File: src/decimal_glyph_renderer_macros.svh
// assertion macros for the decimal glyph renderer
`ifndef DECIMAL_GLYPH_RENDERER_MACROS_SVH
`define DECIMAL_GLYPH_RENDERER_MACROS_SVH

// same-cycle implication, checked outside reset
`define DGR_ASSERT_NOW(label, ante, cons, msg) \
  label: assert property (@(posedge clk) disable iff (rst) (ante) |-> (cons)) \
    else $error(msg);

// next-cycle implication, checked outside reset
`define DGR_ASSERT_NEXT(label, ante, cons, msg) \
  label: assert property (@(posedge clk) disable iff (rst) (ante) |=> (cons)) \
    else $error(msg);

`endif

File: src/dgr_pkg.sv
// package with types, constants and font table of the decimal glyph renderer
`timescale 1ns / 1ps
`default_nettype none
package dgr_pkg;

  localparam int ValueW       = 20;
  localparam int RowW         = 5;
  localparam int ColW         = 6;
  localparam int PatW         = 3;
  localparam int ColorW       = 3;
  localparam int DigitW       = 4;
  localparam int LineW        = 3;
  localparam int GlyphLines   = 5;
  localparam int PanelLastCol = 63;
  localparam int PanelLastRow = 31;
  localparam int GlyphSpan    = 2;
  localparam int RecipTen     = 838861;
  localparam int RecipShift   = 23;
  localparam int ProdW        = 2 * ValueW;

  typedef enum logic [1:0] {
    ST_IDLE,
    ST_CONV,
    ST_EMIT
  } state_t;

  typedef struct packed {
    logic load;
    logic conv_step;
    logic emit_init;
    logic emit_step;
  } dgr_cmd_t;

  typedef struct packed {
    logic conv_done;
    logic none;
    logic last;
  } dgr_status_t;

  function automatic logic [PatW-1:0] font_line(input logic [DigitW-1:0] d,
                                                input logic [LineW-1:0] ln);
    logic [5*PatW-1:0] glyph;
    logic [PatW-1:0]   res;
    case (d)
      4'd0:    glyph = {3'd7, 3'd5, 3'd5, 3'd5, 3'd7};
      4'd1:    glyph = {3'd2, 3'd3, 3'd2, 3'd2, 3'd7};
      4'd2:    glyph = {3'd3, 3'd4, 3'd2, 3'd1, 3'd7};
      4'd3:    glyph = {3'd3, 3'd4, 3'd2, 3'd4, 3'd3};
      4'd4:    glyph = {3'd4, 3'd6, 3'd5, 3'd7, 3'd4};
      4'd5:    glyph = {3'd7, 3'd1, 3'd2, 3'd4, 3'd7};
      4'd6:    glyph = {3'd6, 3'd1, 3'd7, 3'd5, 3'd6};
      4'd7:    glyph = {3'd7, 3'd4, 3'd2, 3'd1, 3'd1};
      4'd8:    glyph = {3'd2, 3'd5, 3'd7, 3'd5, 3'd2};
      4'd9:    glyph = {3'd3, 3'd5, 3'd7, 3'd4, 3'd3};
      default: glyph = '0;
    endcase
    case (ln)
      3'd0:    res = glyph[14:12];
      3'd1:    res = glyph[11:9];
      3'd2:    res = glyph[8:6];
      3'd3:    res = glyph[5:3];
      3'd4:    res = glyph[2:0];
      default: res = '0;
    endcase
    return res;
  endfunction

endpackage
`default_nettype wire

File: src/dgr_ctrl.sv
// controller state machine: accept, digit conversion and glyph row sequencing
`timescale 1ns / 1ps
`default_nettype none
module dgr_ctrl (
  input  logic                 clk,
  input  logic                 rst,
  input  logic                 start,
  input  dgr_pkg::dgr_status_t status,
  output dgr_pkg::dgr_cmd_t    cmd,
  output logic                 busy,
  output logic                 strobe
);
  import dgr_pkg::*;

  `include "decimal_glyph_renderer_macros.svh"

  state_t state;
  state_t state_next;

  always_ff @(posedge clk) begin
    if (rst) begin
      state <= ST_IDLE;
    end else begin
      state <= state_next;
    end
  end

  always_comb begin
    state_next = state;
    case (state)
      ST_IDLE: begin
        if (start) state_next = ST_CONV;
      end
      ST_CONV: begin
        if (status.conv_done) state_next = status.none ? ST_IDLE : ST_EMIT;
      end
      ST_EMIT: begin
        if (status.last) state_next = ST_IDLE;
      end
      default: state_next = ST_IDLE;
    endcase
  end

  always_comb begin
    cmd    = '0;
    busy   = 1'b1;
    strobe = 1'b0;
    case (state)
      ST_IDLE: begin
        busy     = 1'b0;
        cmd.load = start;
      end
      ST_CONV: begin
        cmd.conv_step = !status.conv_done;
        cmd.emit_init = status.conv_done;
      end
      ST_EMIT: begin
        strobe        = 1'b1;
        cmd.emit_step = 1'b1;
      end
      default: busy = 1'b1;
    endcase
  end

  // transfer of a new value always starts a busy period
  `DGR_ASSERT_NEXT(a_accept_busy, start && !busy, busy, "accepted value did not raise busy")
  // results of one value come in an unbroken run ending at last
  `DGR_ASSERT_NEXT(a_run_continues, strobe && !status.last, strobe, "glyph row run broken")
  `DGR_ASSERT_NEXT(a_last_ends, strobe && status.last, !strobe && !busy, "run did not end at last")

endmodule
`default_nettype wire

File: config.mk
export PLATFORM = sky130hd
export DESIGN_NAME = dgr_ctrl
export DESIGN_NICKNAME = d
export VERILOG_FILES = /design/src/dgr_pkg.sv /design/src/dgr_ctrl.sv
export VERILOG_INCLUDE_DIRS = /design/src /design/src/src
export SDC_FILE = /design/constraint.sdc
export NUM_CORES = 1
export LEC_CHECK = 0
export BUFFER_PORTS_ARGS = -buffer_cell sky130_fd_sc_hd__clkbuf_2
export CELL_PAD_IN_SITES_DETAIL_PLACEMENT = 0
export CELL_PAD_IN_SITES_GLOBAL_PLACEMENT = 2
export CORE_AREA = 2 2 39 41
export DETAILED_ROUTE_END_ITERATION = 8
export DIE_AREA = 0 0 41 43
export GPL_TIMING_DRIVEN = 0
export PLACE_DENSITY_LB_ADDON = 0.1
export REMOVE_ABC_BUFFERS = 1
export SETUP_SLACK_MARGIN = 0.2
export SLEW_MARGIN = 40
export SYNTH_ARGS = -nofsm -noshare
export SYNTH_HDL_FRONTEND = slang
export SYNTH_SLANG_ARGS = --single-unit
File: constraint.sdc
create_clock -name clk -period 1.1 [get_ports clk]
set_clock_uncertainty 0.2 [all_clocks]
set_input_delay 0.055 -clock clk [delete_from_list [all_inputs] [get_ports clk]]
set_output_delay 0.055 -clock clk [all_outputs]
set_load 0.02 [all_outputs]
After elaboration in Yosys (flattened, before gate mapping)
Cells that the tools add are included.
{ "classes": {"n_eq_ne": 5, "n_mux": 9, "reduce_logical": 3} }
{ "op_table": {"columns": ["op", "n"], "rows": [
  ["two-way mux 2 bit", 5],
  ["!= test 2 bit, second input constant", 3],
  ["one-hot mux 2 bit (3 select lines)", 1],
  ["two-way mux 1 bit", 3],
  ["AND reduction 3 bit", 1],
  ["equality test 2 x 1 -> 1 bit, second input constant", 1],
  ["equality test 2 bit, second input constant", 1],
  ["logical NOT 2 bit", 1],
  ["logical NOT 1 bit", 1]
]} }
{ "word_totals": {"regBits": 2, "inputBits": 6, "output_inout_bits": 6, "wordCells": 18} }

Longest topological paths before layout
{ "depth": {"word_depth": 3, "mapped_depth": 2} }

Worst setup path before layout
No wires, ideal clock.
{ "synth_timing": {"path_kind": "reg-to-output", "from": "register state[0]", "to": "output cmd[3] in the netlist's numbering", "arrival_ps": 1002, "slack_ps": -157, "stages_incl_launch_ff": 3, "path_buffers": 0, "cell_sequence": "dfxtp_1 -> or2_2 -> nor2_1"} }
{ "synth_lines": {"columns": ["item", "line_no", "rtl"], "rows": [
  ["start: declaration", "dgr_ctrl.sv:17", "state_t state;"],
  ["start signal: assignment", "dgr_ctrl.sv:24", "state <= state_next;"],
  ["end: declaration", "dgr_ctrl.sv:9", "output dgr_pkg::dgr_cmd_t cmd,"]
]} }

==> flow_summary.yaml <==
clocking:
  clk_latency_ns: 0.22
  cts_tree: "done"
  cts_sinks: 2
  h-tree-depth: 1
  ctsHoldBuffers: 1
  clkTransAtPathRegs_ns: 0.03
  cts_buffer_depth: 2
  cts_buffers: 3
  root_buffer: "clkbuf_4"
yosys:
  ys_warn_count: 0
  syn_area_per_cell_um2: 8.93
  synth_seq_cells: 2
  synthDistinctLibCells: 13
  yosysSeqAreaShare_pct: 29.9
  netlist_instances: 15
  synth_area_um2: 134
min_path:
  hold_path_depth: 3
  worstHoldEndpoint: "state[0]$_SDFFE_PP0P_"
  hold_start: "start"
  hp-class: "primary input to flip-flop"
global_routing:
  grt_pass1_vias: 171
  antenna_found_initial: 0
  grtUsageMet3_pct: 3.14
  grt_util_all_layers_pct: 6.11
  gr-total-overflow: 0
  grtUsageMet1_pct: 7.35
  top_usage_layer: "met1"
  grt_max_degree: 7
  grt_pass1_wl_um: 676
  grt_use_met2_pct: 7.19
sta:
  worst_pin_slew_ns: 0.159
  fin_crit_ns: 1.27
  holdWs_ns: -0.111
  setup_viol: 7
  fin_crit_sh_pct: 116
  hold_violations: 2
  max-slew-margin-rel_pct: 89.3
  max_freq_ghz: 0.785
  maxSlewViolCount: 0
  rsz0062_at_grt: "true"
  fin_ws_ns: -0.174
layout:
  areaGrowthSynthToFinish_pct: 150
  final_nets: 41
  drive_gt1_share_pct: 81.8
  utilization_pct: 24.1
  largest_reg_flops: 2
  reg_top3: "state: 2 flops"
  largest_register: "state"
  diodes: 0
power_and_ir_drop:
  p_leak_nw: 0.152
  ir_drop_mv: 0.203
  powerDensity_nw_per_um2: 1020
setup_path:
  crit_fanout: 3
  worst-path-buf-inv: 1
  start_kind: "flip-flop"
  worst_setup_path_end_kind: "output port"
  crit_required_ns: 0.84
  critPathKind: "flip-flop to output port"
  r2r_cells: 3
  crit_arrival_ns: 1.02
  worstPathCellList: "or2_4 > nor2_4 > buf_6"
  r2r-end: "state[1]$_SDFFE_PP0P_"
  r2r_start: "state[0]$_SDFFE_PP0P_"
  crit_slowest_cell: "dfxtp_4"
  critical_path.top_delay_family: "flip-flops"
  regToRegSetupSlack_ns: -0.11
  path_depth: 3
  critPathMaxStageDelay_ns: 0.34
floorplan:
  die_w_um: 41
  start_util_pct: 9.67
  coreArea_um2: 1380
  ioPinCount: 12
  die_area_um2: 1760
  die_h_um: 43
  fp-row-count: 14
placement:
  place_congestion: 0.604
  io_buffers: 11
  pre_cts_slack_ns: -0.0993
detailed_routing:
  firstDrtPassIters: 4
  via_per_inst: 3.57
  drc: 0
  drtIter0Drc: 1
  wl_um: 476
  vias: 175
  post_drt_wl_per_cell_um: 9.71
  detail-route-antenna-nets: 0
status:
  violations: "negative hold slack, negative setup slack"
  status: "complete, but fails checks"
flow_run:
  maxCapViolations: 0
==> layout make-up <==
class / instances / area [µm²]
Clock buffer: 3 / 22.5
Fill cell: 158 / 1050
Inverter: 1 / 3.75
Multi-Input combinational cell: 11 / 108
Sequential cell: 2 / 47.5
Tap cell: 16 / 20.0
Timing Repair Buffer: 16 / 133
==> placed cells by master, fill, tap and decap left out, drive strengths merged, types with 2 or more instances in the layout <==
cell type  synthesis  final
buf                1      9
nand2b             2      2
clkbuf             0      9
dfxtp              2      2
==> layer usage <==
metal	vias up	share of wire [%]
li1	88	-
met1	81	40
met2	6	55
met3	0	4.6
met4	0	0
met5	-	0
==> cells in the mapped netlist, drive strengths merged <==
| master | number | area share [%] |
|---|---|---|
| nor2 | 1 | 2.8 |
| nor3b | 1 | 5.6 |
| dfxtp | 2 | 30 |
| a21oi | 1 | 6.5 |
| nand2b | 2 | 9.3 |
| or3b | 1 | 6.5 |
| nand4bb | 1 | 8.4 |
| inv | 1 | 2.8 |
| or2 | 1 | 4.7 |
| nor2b | 1 | 4.7 |
| buf | 1 | 5.6 |
| and3b | 1 | 7.5 |
| a211oi | 1 | 5.6 |
==> worst max path at each step <==
stage                          start      to  slack, ns
2_1_floorplan  state[0]$_SDFFE_PP0P_  cmd[3]      -0.16
3_3_place_gp   state[0]$_SDFFE_PP0P_  cmd[3]      -0.09
3_5_place_dp   state[0]$_SDFFE_PP0P_  cmd[3]       -0.1
6_report       state[1]$_SDFFE_PP0P_  cmd[3]      -0.17
5_1_grt        state[1]$_SDFFE_PP0P_  cmd[3]      -0.21
4_1_cts        state[0]$_SDFFE_PP0P_  cmd[3]      -0.24
==> per-stage QoR <==
| step | cells | instance area, µm² | TNS (ns) | power, mW |
|---|---|---|---|---|
| floorplan | 14 | 126 | -0.485 | 0.116 |
| global placement | 41 | 201 | -0.161 | 0.142 |
| detailed placement | 41 | 201 | -0.197 | 0.142 |
| CTS | 48 | 288 | -1.25 | 0.335 |
| global route | 49 | 334 | -1.27 | 0.373 |
| finish | 49 | 334 | -0.948 | 0.342 |
==> kinds of logic (layout without fill, tap and decap cells) <==
family,Yosys count,in the layout,synth area share [%]
buf+inv,2,20,8.41
compound gates,2,2,12.2
flops,2,2,29.9
simple gates,9,9,49.5
==> power breakdown <==
part | switching, mW | leakage [nW] | total, mW | internal, mW
logic | 0.0421 | 0.120 | 0.0974 | 0.0552
clock network | 0.0437 | 0.0138 | 0.164 | 0.121
registers | 0.00510 | 0.0178 | 0.0801 | 0.0750
total | 0.0909 | 0.152 | 0.342 | 0.251
==> timing repair <==
item                       4_1_cts  5_1_grt
pin swaps                        4        4
hold endpoints to repair         2        2
gates resized for setup         12       16
setup buffers                    3        1
setup endpoints to repair        8        8
==> worst reg2reg max path: stages (launching register included) <==
cell and delay (ns):
dfxtp_4 0.35, buf_6 0.12, or3b_4 0.36, a21oi_2 0.11
(Power assumes the default switching activity.)
